===== src/hw/rtl/sound_command_mailbox_queue_macros.svh =====
// Assertion macros for the sound command mailbox queue.
// SCMQ_ASSERT_SAME checks the consequent in the same cycle,
// SCMQ_ASSERT_NEXT checks it in the next cycle.
`ifndef SOUND_COMMAND_MAILBOX_QUEUE_MACROS_SVH
`define SOUND_COMMAND_MAILBOX_QUEUE_MACROS_SVH
`ifndef SYNTHESIS
`define SCMQ_ASSERT_SAME(label, clk, rst_n, ante, cons, msg) \
    label: assert property (@(posedge clk) disable iff (!rst_n) (ante) |-> (cons)) \
        else $error(msg);
`define SCMQ_ASSERT_NEXT(label, clk, rst_n, ante, cons, msg) \
    label: assert property (@(posedge clk) disable iff (!rst_n) (ante) |=> (cons)) \
        else $error(msg);
`else
`define SCMQ_ASSERT_SAME(label, clk, rst_n, ante, cons, msg)
`define SCMQ_ASSERT_NEXT(label, clk, rst_n, ante, cons, msg)
`endif
`endif


===== src/hw/rtl/scmq_pkg.sv =====
package scmq_pkg;

    // Queue and effect table sizes
    localparam int QUEUE_DEPTH = 8;
    localparam int SFX_SLOTS   = 8;
    localparam int PTR_W       = $clog2(QUEUE_DEPTH);

    // Field widths
    localparam int CMD_W       = 8;
    localparam int OUT_W       = 7;
    localparam int MASK_W      = 8;
    localparam int CFG_W       = 64;
    localparam int CFG_IDX_W   = 2;

    // Constants
    localparam logic [CMD_W-1:0] CMD_LOW_MASK     = 8'h3F;
    localparam logic [CMD_W-1:0] TOGGLE_MARK      = 8'h40;
    localparam logic [CMD_W-1:0] LAST_MUSIC_RESET = 8'hFF;

    // Configuration register indexes
    typedef enum logic [CFG_IDX_W-1:0] {
        REG_SFX_COMMANDS = 2'd0,
        REG_MUSIC_BASE   = 2'd1,
        REG_MUSIC_STOP   = 2'd2
    } cfg_reg_t;

    // Controller to datapath
    typedef struct packed {
        logic capture;
        logic push_music;
        logic push_sfx;
        logic read;
        logic pop;
    } dp_cmd_t;

    // Datapath to controller
    typedef struct packed {
        logic nonempty;
    } dp_status_t;

endpackage


===== src/hw/rtl/scmq_ram.sv =====
module scmq_ram #(
    parameter int WIDTH = 8,
    parameter int DEPTH = 8
) (
    input  logic                     clk,
    input  logic                     we,
    input  logic [$clog2(DEPTH)-1:0] wr_addr,
    input  logic [WIDTH-1:0]         wr_data,
    input  logic                     re,
    input  logic [$clog2(DEPTH)-1:0] rd_addr,
    output logic [WIDTH-1:0]         rd_data
);

    logic [WIDTH-1:0] mem [DEPTH];
    logic [WIDTH-1:0] rd_data_reg;

    // One write port, one registered read port
    always_ff @(posedge clk)
    begin
        if (we)
        begin
            mem[wr_addr] <= wr_data;
        end
        if (re)
        begin
            rd_data_reg <= mem[rd_addr];
        end
    end

    assign rd_data = rd_data_reg;

endmodule


===== src/hw/rtl/scmq_ctrl.sv =====
`include "sound_command_mailbox_queue_macros.svh"

module scmq_ctrl
    import scmq_pkg::*;
(
    input  logic       clk,
    input  logic       rst_n,
    input  logic       start,
    output logic       busy,
    output logic       strobe,
    output dp_cmd_t    cmd,
    input  dp_status_t status
);

    typedef enum logic [2:0] {
        S_IDLE,
        S_MUSIC,
        S_SFX,
        S_READ,
        S_EMIT
    } state_t;

    state_t state_reg, state_next;
    logic   busy_reg, busy_next;
    logic   strobe_reg, strobe_next;

    // Next state
    always_comb
    begin
        state_next = state_reg;
        unique case (state_reg)
            S_IDLE:
            begin
                if (start)
                begin
                    state_next = S_MUSIC;
                end
            end
            S_MUSIC: state_next = S_SFX;
            S_SFX:   state_next = S_READ;
            S_READ:
            begin
                state_next = status.nonempty ? S_EMIT : S_IDLE;
            end
            S_EMIT:  state_next = S_IDLE;
            default: state_next = S_IDLE;
        endcase
        busy_next   = (state_next != S_IDLE);
        strobe_next = (state_next == S_EMIT);
    end

    // State and registered outputs
    always_ff @(posedge clk or negedge rst_n)
    begin
        if (!rst_n)
        begin
            state_reg  <= S_IDLE;
            busy_reg   <= 1'b0;
            strobe_reg <= 1'b0;
        end
        else
        begin
            state_reg  <= state_next;
            busy_reg   <= busy_next;
            strobe_reg <= strobe_next;
        end
    end

    // Datapath commands
    always_comb
    begin
        cmd.capture    = (state_reg == S_IDLE) && start;
        cmd.push_music = (state_reg == S_MUSIC);
        cmd.push_sfx   = (state_reg == S_SFX);
        cmd.read       = (state_reg == S_READ) && status.nonempty;
        cmd.pop        = (state_reg == S_EMIT);
    end

    assign busy   = busy_reg;
    assign strobe = strobe_reg;

    // Checks
    `SCMQ_ASSERT_NEXT(a_accept_busy, clk, rst_n, start && !busy_reg, busy_reg, "busy not raised")
    `SCMQ_ASSERT_NEXT(a_strobe_single, clk, rst_n, strobe_reg, !strobe_reg, "strobe held")

endmodule


===== src/hw/rtl/scmq_datapath.sv =====
`include "sound_command_mailbox_queue_macros.svh"

module scmq_datapath
    import scmq_pkg::*;
(
    input  logic                 clk,
    input  logic                 rst_n,
    input  logic                 cfg_we,
    input  logic [CFG_IDX_W-1:0] cfg_index,
    input  logic [CFG_W-1:0]     cfg_data,
    input  logic                 playing,
    input  logic [CMD_W-1:0]     level_music,
    input  logic [MASK_W-1:0]    sfx_mask,
    input  dp_cmd_t              cmd,
    output dp_status_t           status,
    output logic [OUT_W-1:0]     port_byte
);

    logic [CFG_W-1:0]  sfx_commands_reg;
    logic [CMD_W-1:0]  music_base_reg;
    logic [CMD_W-1:0]  music_stop_reg;

    logic              playing_reg;
    logic [CMD_W-1:0]  level_music_reg;
    logic [MASK_W-1:0] sfx_mask_reg;

    logic [PTR_W-1:0]  read_ptr_reg, read_ptr_next;
    logic [PTR_W-1:0]  write_ptr_reg, write_ptr_next;
    logic              toggle_reg;
    logic [CMD_W-1:0]  last_music_reg;

    logic [CMD_W-1:0]  music_eff;
    logic              music_changed;
    logic [CMD_W-1:0]  music_cmd;
    logic              sfx_found;
    logic [CMD_W-1:0]  sfx_cmd;
    logic              ring_full;
    logic              ram_we;
    logic [CMD_W-1:0]  ram_wdata;
    logic [CMD_W-1:0]  ram_rdata;
    logic              toggle_new;

    function automatic logic [PTR_W-1:0] ring_next(input logic [PTR_W-1:0] p);
        logic [PTR_W-1:0] r;
        if (p == PTR_W'(QUEUE_DEPTH - 1))
        begin
            r = '0;
        end
        else
        begin
            r = p + PTR_W'(1);
        end
        return r;
    endfunction

    // Configuration registers
    always_ff @(posedge clk or negedge rst_n)
    begin
        if (!rst_n)
        begin
            sfx_commands_reg <= '0;
            music_base_reg   <= '0;
            music_stop_reg   <= '0;
        end
        else if (cfg_we)
        begin
            unique case (cfg_index)
                REG_SFX_COMMANDS: sfx_commands_reg <= cfg_data;
                REG_MUSIC_BASE:   music_base_reg   <= cfg_data[CMD_W-1:0];
                REG_MUSIC_STOP:   music_stop_reg   <= cfg_data[CMD_W-1:0];
                default:          ;
            endcase
        end
    end

    // Input item capture
    always_ff @(posedge clk)
    begin
        if (cmd.capture)
        begin
            playing_reg     <= playing;
            level_music_reg <= level_music;
            sfx_mask_reg    <= sfx_mask;
        end
    end

    // Music change detection
    assign music_eff     = playing_reg ? level_music_reg : '0;
    assign music_changed = (music_eff != last_music_reg);
    assign music_cmd     = (music_eff != '0) ? (music_base_reg + music_eff - CMD_W'(1))
                                             : music_stop_reg;

    // Lowest requested slot with a nonzero command
    always_comb
    begin
        sfx_found = 1'b0;
        sfx_cmd   = '0;
        for (int i = 0; i < SFX_SLOTS; i++)
        begin
            if (!sfx_found && sfx_mask_reg[i] && (sfx_commands_reg[CMD_W*i +: CMD_W] != '0))
            begin
                sfx_found = 1'b1;
                sfx_cmd   = sfx_commands_reg[CMD_W*i +: CMD_W];
            end
        end
    end

    // Ring write side; one push per cycle, dropped when full
    assign ring_full = (ring_next(write_ptr_reg) == read_ptr_reg);
    assign ram_we    = !ring_full && ((cmd.push_music && music_changed)
                                      || (cmd.push_sfx && sfx_found));
    assign ram_wdata = cmd.push_music ? music_cmd : sfx_cmd;

    assign write_ptr_next  = ram_we ? ring_next(write_ptr_reg) : write_ptr_reg;
    assign read_ptr_next   = cmd.pop ? ring_next(read_ptr_reg) : read_ptr_reg;
    assign status.nonempty = (read_ptr_reg != write_ptr_reg);

    // Queue state
    always_ff @(posedge clk or negedge rst_n)
    begin
        if (!rst_n)
        begin
            read_ptr_reg   <= '0;
            write_ptr_reg  <= '0;
            toggle_reg     <= 1'b0;
            last_music_reg <= LAST_MUSIC_RESET;
        end
        else
        begin
            read_ptr_reg  <= read_ptr_next;
            write_ptr_reg <= write_ptr_next;
            if (cmd.pop)
            begin
                toggle_reg <= toggle_new;
            end
            if (cmd.push_music && music_changed)
            begin
                last_music_reg <= music_eff;
            end
        end
    end

    scmq_ram #(
        .WIDTH (CMD_W),
        .DEPTH (QUEUE_DEPTH)
    ) u_ring (
        .clk     (clk),
        .we      (ram_we),
        .wr_addr (write_ptr_reg),
        .wr_data (ram_wdata),
        .re      (cmd.read),
        .rd_addr (read_ptr_reg),
        .rd_data (ram_rdata)
    );

    // Output byte: low six bits and the toggled mark
    assign toggle_new = ~toggle_reg;
    assign port_byte  = OUT_W'((ram_rdata & CMD_LOW_MASK) | (toggle_new ? TOGGLE_MARK : '0));

    // Checks
    `SCMQ_ASSERT_SAME(a_no_push_full, clk, rst_n, ram_we, !ring_full, "push into full ring")
    `SCMQ_ASSERT_SAME(a_pop_nonempty, clk, rst_n, cmd.pop, status.nonempty, "pop from empty ring")

endmodule


===== src/hw/rtl/sound_command_mailbox_queue.sv =====
// Channel  | Handshake          | Payload
// ---------+--------------------+----------------------------------
// item in  | start && !busy     | playing, level_music, sfx_mask
// result   | strobe (1 cycle)   | port_byte
// config   | cfg_we             | cfg_index, cfg_data
//
// An item passes from acceptance through a music push, an effect push and a
// registered read to the strobe, or ends with no strobe if the queue is empty;
// busy is high meanwhile, so no new item is taken until it is done. Each possible
// push has its own state in the sequencer, as the ring has a single write port.
// Reset (rst_n low) empties the queue, clears the toggle and the configuration registers.
// The result is shown for one cycle and cannot be stalled.
module sound_command_mailbox_queue
    import scmq_pkg::*;
(
    input  logic                 clk,
    input  logic                 rst_n,
    input  logic                 start,
    output logic                 busy,
    input  logic                 playing,
    input  logic [CMD_W-1:0]     level_music,
    input  logic [MASK_W-1:0]    sfx_mask,
    output logic                 strobe,
    output logic [OUT_W-1:0]     port_byte,
    input  logic                 cfg_we,
    input  logic [CFG_IDX_W-1:0] cfg_index,
    input  logic [CFG_W-1:0]     cfg_data
);

    dp_cmd_t    dp_cmd;
    dp_status_t dp_status;

    // Sequencer
    scmq_ctrl u_ctrl (
        .clk    (clk),
        .rst_n  (rst_n),
        .start  (start),
        .busy   (busy),
        .strobe (strobe),
        .cmd    (dp_cmd),
        .status (dp_status)
    );

    // Queue, registers and command selection
    scmq_datapath u_datapath (
        .clk         (clk),
        .rst_n       (rst_n),
        .cfg_we      (cfg_we),
        .cfg_index   (cfg_index),
        .cfg_data    (cfg_data),
        .playing     (playing),
        .level_music (level_music),
        .sfx_mask    (sfx_mask),
        .cmd         (dp_cmd),
        .status      (dp_status),
        .port_byte   (port_byte)
    );

endmodule

===== config.mk =====
export PLATFORM = sky130hd
export DESIGN_NAME = sound_command_mailbox_queue
export DESIGN_NICKNAME = d
export VERILOG_FILES = /design/src/hw/rtl/scmq_pkg.sv /design/src/hw/rtl/scmq_ram.sv /design/src/hw/rtl/scmq_ctrl.sv /design/src/hw/rtl/scmq_datapath.sv /design/src/hw/rtl/sound_command_mailbox_queue.sv
export VERILOG_INCLUDE_DIRS = /design/src /design/src/hw/rtl
export SDC_FILE = /design/constraint.sdc
export NUM_CORES = 1
export LEC_CHECK = 0
export ABC_AREA = 0
export BUFFER_PORTS_ARGS = -buffer_cell sky130_fd_sc_hd__buf_2
export CAP_MARGIN = 20
export CELL_PAD_IN_SITES_DETAIL_PLACEMENT = 1
export CELL_PAD_IN_SITES_GLOBAL_PLACEMENT = 2
export CORE_MARGIN = 2
export CORE_UTILIZATION = 40
export CTS_CLUSTER_DIAMETER = 80
export CTS_CLUSTER_SIZE = 20
export DETAILED_ROUTE_END_ITERATION = 8
export PLACE_DENSITY_LB_ADDON = 0.05
export SETUP_SLACK_MARGIN = 0.4
export SYNTH_ARGS = -nofsm -noshare
export SYNTH_HDL_FRONTEND = slang
export SYNTH_SLANG_ARGS = --single-unit

===== constraint.sdc =====
create_clock -name clk -period 3.9 [get_ports clk]
set_clock_uncertainty 0.2 [all_clocks]
set_input_delay 0.585 -clock clk [delete_from_list [all_inputs] [get_ports clk]]
set_output_delay 0.585 -clock clk [all_outputs]
set_load 0.1 [all_outputs]

==> flow_summary.yaml, run 1 <==
hold_path:
  min_path_type: "primary input to asynchronous set/reset pin"
synth:
  synth-edff-count: 71
  synthXorXnorAreaFrac_pct: 1.71
  synth_compound_area_share_pct: 8.48
  netlist.area_leader.share_pct: 28.6
  synth_top_area_cell: "dfrtp_1"
  synthesis.nets: 666
  syn_area_sq_um: 7700
  synthSimpleGateAreaFrac_pct: 9.62
  synth_fa_ha_area_share_pct: 2.37
  yosysMostFrequentCell: "dfrtp_1"
  async_flop_share_pct: 57.5
  netlist_top_cells_count: "dfrtp_1 (88), mux2_2 (82), edfxtp_1 (71)"
  synth.area.mux_share_pct: 15.9
  ys_types: 64
  synth_top_family_by_area: "multiplexers"
  synth-seq-cells: 167
  syn_area_per_cell_sq_um: 13.6
  synth_area_leaders: "dfrtp_1 (29%), edfxtp_1 (28%), mux2_2 (12%)"
  syn-instance-count: 565
  seq_area_frac_synth_pct: 59.0
  yosysWarnings: 0
  synth_ff_type: "dfrtp_1"
setup_path:
  path_class: "flop to flop"
  critical_path.cell_chain: "or4_1 -> o21ai_2 -> nand4_1 -> a211oi_1 -> a211oi_1 -> a31oi_1"
  cp_slowest_cell: "or4_1"
  cp.required_ns: 3.83
  crit_family: "compound AO/OA/AOI/OAI gates"
  slowest_delay_ns: 0.58
  endpoint_kind: "flop"
  crit_fanout: 8
  cp_common_cell: "a211oi_1"
  timing.critical_path.buf_inv: 0
  cp.arrival_ns: 3.10
  start_kind: "flop"
finish:
  largest_reg_flops: 64
  fillers: 1960
  drive_gt1_share_pct: 39.2
  insertedDiodeCount: 0
  fin_nets: 775
  area_growth_pct: 18.5
  multi_input_area_sq_um: 2950
  regArea_sq_um: 4540
routing:
  drt_iter0_drc: 212
  drc: 0
  drt-total-wl_microns: 18600
  dr.pass1.iters: 4
  vias_per_cell: 5.26
  ant_nets: 0
  dr_total_vias: 4982
  wl_per_cell_microns: 19.7
global_routing:
  antenna_found_initial: 0
  grt_overflow_total: 0
  grt_max_degree: 69
  track_usage_pct: 19.8
  grt_pass1_vias: 5536
  grt_pass1_wl_microns: 30500
sta:
  max_freq_mhz: 315
  min_period_over_period_pct: 81.3
  finalHoldViolations: 0
  drv_slew: 0
  tns_ns: 0
  whs_ns: 0.0423
  grt_setup_unrepaired: "no"
  fin_crit_ns: 3.17
  relSlewSlack_pct: 36.4
  worst_slew_pin_slew_ns: 0.949
  setup_viol: 0
die:
  ioPinCount: 96
  core-area_sq_um: 18800
  dieArea_sq_um: 20400
  rows: 50
  chipWidth_microns: 143
  die_h_microns: 143
  start_util_pct: 40.9
cts:
  clock-root-buffer: "clkbuf_16"
  cts_max_level: 4
  cts_buffers: 17
  hold_buffers: 0
  clock_sinks: 167
  cts_tree: "built"
  clk_latency_ns: 0.43
  cts_max_path_buffers: 2
  cts.clk_slew.worst_paths_ns: 0.07
run:
  drv_cap: 0
placement:
  dp_hpwl_microns: 13500
  portBuffers: 95
  gp_congestion: 0.764
power:
  leakagePower_nw: 3.60
  ir_drop_uv: 311
  power_density_nw_per_um2: 718
status:
  outcome: "complete, no violations"
==> cells by family (layout without fill, tap and decap cells) <==
logic type,count (synthesis),after routing
flip-flops,167,167
AND/OR/NAND/NOR,128,128
multiplexers,97,97
AO/OA/AOI/OAI,90,90
buffers and inverters,54,176
XOR/XNOR,15,15
adder cells (fa/ha/maj),14,14
==> where the power goes <==
| group | switching, mW | leakage [nW] | internal (mW) | total [mW] |
|---|---|---|---|---|
| clock | 0.696 | 0.280 | 0.929 | 1.63 |
| combinational | 1.26 | 1.54 | 0.869 | 2.13 |
| sequential | 0.369 | 1.78 | 2.43 | 2.80 |
==> path summary, 6_finish.rpt <==
kind / start / end / slack (ns) / depth (start not counted)
worst max-delay path: u_datapath.sfx_commands_reg[17] / u_datapath.u_ring.mem[2][2] / 0.73 / 6
worst min-delay path: rst_n / u_datapath.music_base_reg[3] / 0.04 / 1
worst max register to register: u_datapath.sfx_commands_reg[17] / u_datapath.u_ring.mem[2][2] / 0.73 / 6
worst min register to register: u_datapath.last_music_reg[2] / u_datapath.last_music_reg[2] / 0.30 / 2
max in group asynchronous: rst_n / u_datapath.sfx_commands_reg[48] / 2.66 / 2
min in group clk: sfx_mask[1] / u_datapath.sfx_mask_reg[1] / 0.13 / 1
==> stage by stage <==
| step | instance area (sq um) | cells | util, % | setup slack (ns) | power, mW |
|---|---|---|---|---|---|
| 2_1_floorplan | 7700 | 565 | - | 0.846 | 4.33 |
| 3_3_place_gp | 8530 | 912 | 45.3 | 0.681 | 4.87 |
| 3_5_place_dp | 8530 | 912 | 45.3 | 0.538 | 4.97 |
| 4_1_cts | 9100 | 944 | 48.3 | 0.535 | 6.62 |
| 5_1_grt | 9130 | 947 | 48.5 | 0.453 | 6.95 |
| 6_report | 9130 | 947 | 48.5 | 0.729 | 6.56 |
==> layout make-up <==
cell class / count / share of cell area, %
flip-flops and latches: 167 / 49.8
inverters: 28 / 1.15
clock buffers: 21 / 5.15
well taps: 260 / 3.56
multi-input cells: 344 / 32.3
repair buffers: 116 / 6.96
clock inverters: 11 / 1.04
==> timing repair <==
action	CTS	global route
gates resized for setup	0	1
setup buffers	0	3
setup endpoints to repair	0	40
==> metal layers <==
metal / track usage [%] / vias up / wire [microns]
met5: 0 / - / 0
met4: 5.84 / 0 / 288
met1: 25.0 / 2506 / 8160
met3: 4.53 / 24 / 702
li1: - / 2361 / -
met2: 34.1 / 91 / 9480
==> cells in the final DEF (no fill, tap or decap), types with 4 or more instances in the layout <==
master,Yosys,routed
nand2_1,34,34
and3_1,4,4
ha_1,13,13
edfxtp_1,71,71
clkinv_2,0,4
nor3_1,9,9
a21oi_1,9,9
mux4_2,12,12
nand3_1,19,19
nand3b_1,7,7
a211oi_1,7,7
nor4_1,6,6
buf_2,6,94
a31oi_1,8,7
mux2_2,82,82
o211ai_1,4,4
a32o_1,6,6
xnor2_1,10,10
nor2_1,13,13
inv_1,28,28
xor2_1,5,5
dfstp_2,8,8
nor4b_1,5,4
clkbuf_16,0,17
o31ai_1,6,6
dfrtp_1,88,88
or4_4,6,6
o21ai_0,20,20
buf_4,2,22
or4_1,9,9
(Power assumes the default switching activity.)
==> run 2: changes to the inputs <==
--- a/config.mk
+++ b/config.mk
@@ -6,13 +6,13 @@
 export SDC_FILE = /design/constraint.sdc
 export NUM_CORES = 1
 export LEC_CHECK = 0
-export ABC_AREA = 0
+export ABC_AREA = 1
 export BUFFER_PORTS_ARGS = -buffer_cell sky130_fd_sc_hd__buf_2
 export CAP_MARGIN = 20
 export CELL_PAD_IN_SITES_DETAIL_PLACEMENT = 1
 export CELL_PAD_IN_SITES_GLOBAL_PLACEMENT = 2
 export CORE_MARGIN = 2
-export CORE_UTILIZATION = 40
+export CORE_UTILIZATION = 37
 export CTS_CLUSTER_DIAMETER = 80
 export CTS_CLUSTER_SIZE = 20
 export DETAILED_ROUTE_END_ITERATION = 8
==> constraint.sdc (replaced) <==
create_clock -name clk -period 3.2 [get_ports clk]
set_clock_uncertainty 0.2 [all_clocks]
set_input_delay 0.48 -clock clk [delete_from_list [all_inputs] [get_ports clk]]
set_output_delay 0.48 -clock clk [all_outputs]
set_load 0.1 [all_outputs]
==> run 2 against run 1 <==
Net effect: synthesized area is 0.19% lower; critical path type unchanged; largest power group unchanged; die area is 7.7% higher; sequential share of layout area is 0.52 points lower; highest routed layer unchanged; hold slack worse by 0.018 ns.
==> flow_summary.yaml, run 2 <==
status:
  outcome: "complete, no violations"
cts:
  cts_tree: "built"
  cts.clk_slew.worst_paths_ns: 0.07
  cts_max_level: 4
  clock-root-buffer: "clkbuf_16"
  clk_latency_ns: 0.43
  clock_sinks: 167
  cts_max_path_buffers: 2
  cts_buffers: 17
setup_path:
  r2r_cells: 11
  start_kind: "flop"
  rr_startpoint: "u_datapath.playing_reg"
  cp.arrival_ns: 2.60
  reg2reg_to: "u_datapath.u_ring.mem[2][4]"
  endpoint_kind: "flop"
  cp.required_ns: 3.14
  crit_fanout: 8
  reg2reg_slack_ns: 0.53
  path_class: "flop to flop"
sta:
  drv_slew: 0
  max_freq_mhz: 375
  worst_slew_pin_slew_ns: 1.00
  fin_crit_ns: 2.67
  min_period_over_period_pct: 83.3
  grt_setup_unrepaired: "no"
  relSlewSlack_pct: 33.0
  tns_ns: 0
  finalHoldViolations: 0
  setup_viol: 0
synth:
  synth-edff-count: 71
  syn_area_sq_um: 7690
  yosysWarnings: 0
  syn_area_per_cell_sq_um: 10.1
  seq_area_frac_synth_pct: 59.1
  synth_top_area_cell: "dfrtp_1"
  synth-seq-cells: 167
  synth_ff_type: "dfrtp_1"
  yosysMostFrequentCell: "nor2_1"
  synth_area_leaders: "dfrtp_1 (29%), edfxtp_1 (28%), nor2_1 (6.3%)"
  syn-instance-count: 761
  netlist.area_leader.share_pct: 28.6
  synthesis.nets: 862
  netlist_top_cells_count: "nor2_1 (129), nand2_1 (96), dfrtp_1 (88)"
  async_flop_share_pct: 57.5
  ys_types: 37
power:
  switching_power_mw: 3.00
  power_density_nw_per_um2: 874
  combPwrFrac_pct: 33.0
  sequentialPowerShare_pct: 40.0
  power_mw: 8.06
  swShare_pct: 37.2
  p_int_mw: 5.06
  p_clk_share_pct: 27.0
  ir_drop_uv: 384
  leakagePower_nw: 4.09
run:
  drv_cap: 0
global_routing:
  grt_overflow_total: 0
  track_usage_pct: 18.5
  grt_max_degree: 89
  grt_pass1_vias: 6096
  antenna_found_initial: 0
  grt_pass1_wl_microns: 31300
finish:
  utilization_pct: 45.4
  largest_reg_flops: 64
  area_growth_pct: 20.0
  drive_gt1_share_pct: 25.6
  stdcell_area_sq_um: 9220
  final_common_cell: "nor2_1"
  fin_nets: 968
  most-common-layout-cells: "nor2_1 (127), buf_2 (94), nand2_1 (91)"
  insertedDiodeCount: 0
routing:
  wl_per_cell_microns: 16.9
  drc: 0
  ant_nets: 0
  dr.pass1.iters: 4
  vias_per_cell: 4.92
  dr_total_vias: 5657
  drt-total-wl_microns: 19500
  drt_iter0_drc: 210
die:
  chipWidth_microns: 148
  ioPinCount: 96
  start_util_pct: 37.9
  die_h_microns: 148
  dieArea_sq_um: 21900
  rows: 52
  core-area_sq_um: 20300
placement:
  gp_congestion: 0.779
  dpl_cell_area_sq_um: 8490
  dp_hpwl_microns: 14300
  portBuffers: 95
hold_path:
  min_from: "level_music[4]"
  min_to: "u_datapath.level_music_reg[4]"
  min_path_type: "primary input to flop"
  holdPathStages: 1
-- run 2: cell types whose count changed after synthesis, sizes merged, moves of 7 or more --
cell    change
a211oi      -7
a21oi      +17
inv        +45
mux2       -44
mux4       -12
nand2      +69
nand3      +29
nand3b      -7
nand4      +15
nor2      +118
nor4        -7
o21ai      +42
or4        -15
-- run 2: what timing repair did --
item / in CTS / in global routing
resized for setup: 2 / 8
endpoints found under the setup margin: 16 / 54
endpoints found under the hold margin: 12 / 1
setup buffers: 3 / 3
hold buffers: 1 / 1
pin swaps: 1 / 4
-- run 2: routing by layer --
| metal | wire (microns) | GRT usage (%) | vias up |
|---|---|---|---|
| li1 | - | - | 2760 |
| met1 | 8680 | 23.0 | 2766 |
| met2 | 9800 | 32.3 | 108 |
| met3 | 665 | 4.08 | 23 |
| met4 | 329 | 5.57 | 0 |
| met5 | 0 | 0 | - |
-- run 2: power groups by stage --
stage / Sequential, mW / Clock (mW) / Combinational (mW)
detailed placement: 3.27 / 0 / 2.64
global route: 3.28 / 2.33 / 3.00
floorplan: 3.39 / 0 / 1.70
finish: 3.22 / 2.18 / 2.66
CTS: 3.22 / 2.23 / 2.67
global placement: 3.24 / 0 / 2.52
-- run 2: how the worst max path moves through the flow --
stage,startpoint,endpoint,slack (ns),cells after the start
after detailed placement,u_datapath.playing_reg,u_datapath.u_ring.mem[4][5],0.16,12
after CTS,u_datapath.sfx_commands_reg[15],u_datapath.u_ring.mem[4][5],0.42,9
after global placement,u_datapath.playing_reg,u_datapath.u_ring.mem[4][5],0.33,12
after global routing,u_datapath.sfx_commands_reg[10],u_datapath.u_ring.mem[7][0],0.36,11
after floorplan,u_datapath.playing_reg,u_datapath.u_ring.mem[0][5],0.60,13
final,u_datapath.playing_reg,u_datapath.u_ring.mem[2][4],0.53,11
-- run 2: cell type report --
type                            instances  area [sq um]
Tap cell                              270           338
Inverter                               73           274
Clock inverter                         11           131
Multi-Input combinational cell        490          2770
Sequential cell                       167          4540
Clock buffer                           21           503
Timing Repair Buffer                  118           668
Fill cell                            2348         11100
-- run 2: critical path, stage by stage, from the launching register on --
cell,delay [ns]
edfxtp_1,0.42
buf_4,0.14
nand2_1,0.13
ha_4,0.32
inv_1,0.04
ha_1,0.27
a21oi_1,0.17
o21ai_0,0.12
xnor2_1,0.16
a21oi_1,0.09
o21ai_0,0.15
nand2_2,0.18
-- run 2: cell families (layout without fill, tap and decap cells) --
kind of cell,after synthesis,in the layout,share of synthesized area [%]
simple gates,308,308,17.3
flops,167,167,59.1
compound gates,112,112,8.09
buf+inv,104,223,5.47
mux,40,40,5.86
xor+xnor,16,16,1.82
fa+ha+maj,14,14,2.38
-- run 2: metrics by stage --
step	hold slack, ns	worst slack (ns)	instances
detailed placement	0.201	0.162	1110
global route	0.0000557	0.365	1150
global placement	0.198	0.332	1110
finish	0.0244	0.533	1150
floorplan	-0.0156	0.600	761
CTS	0.00751	0.423	1146
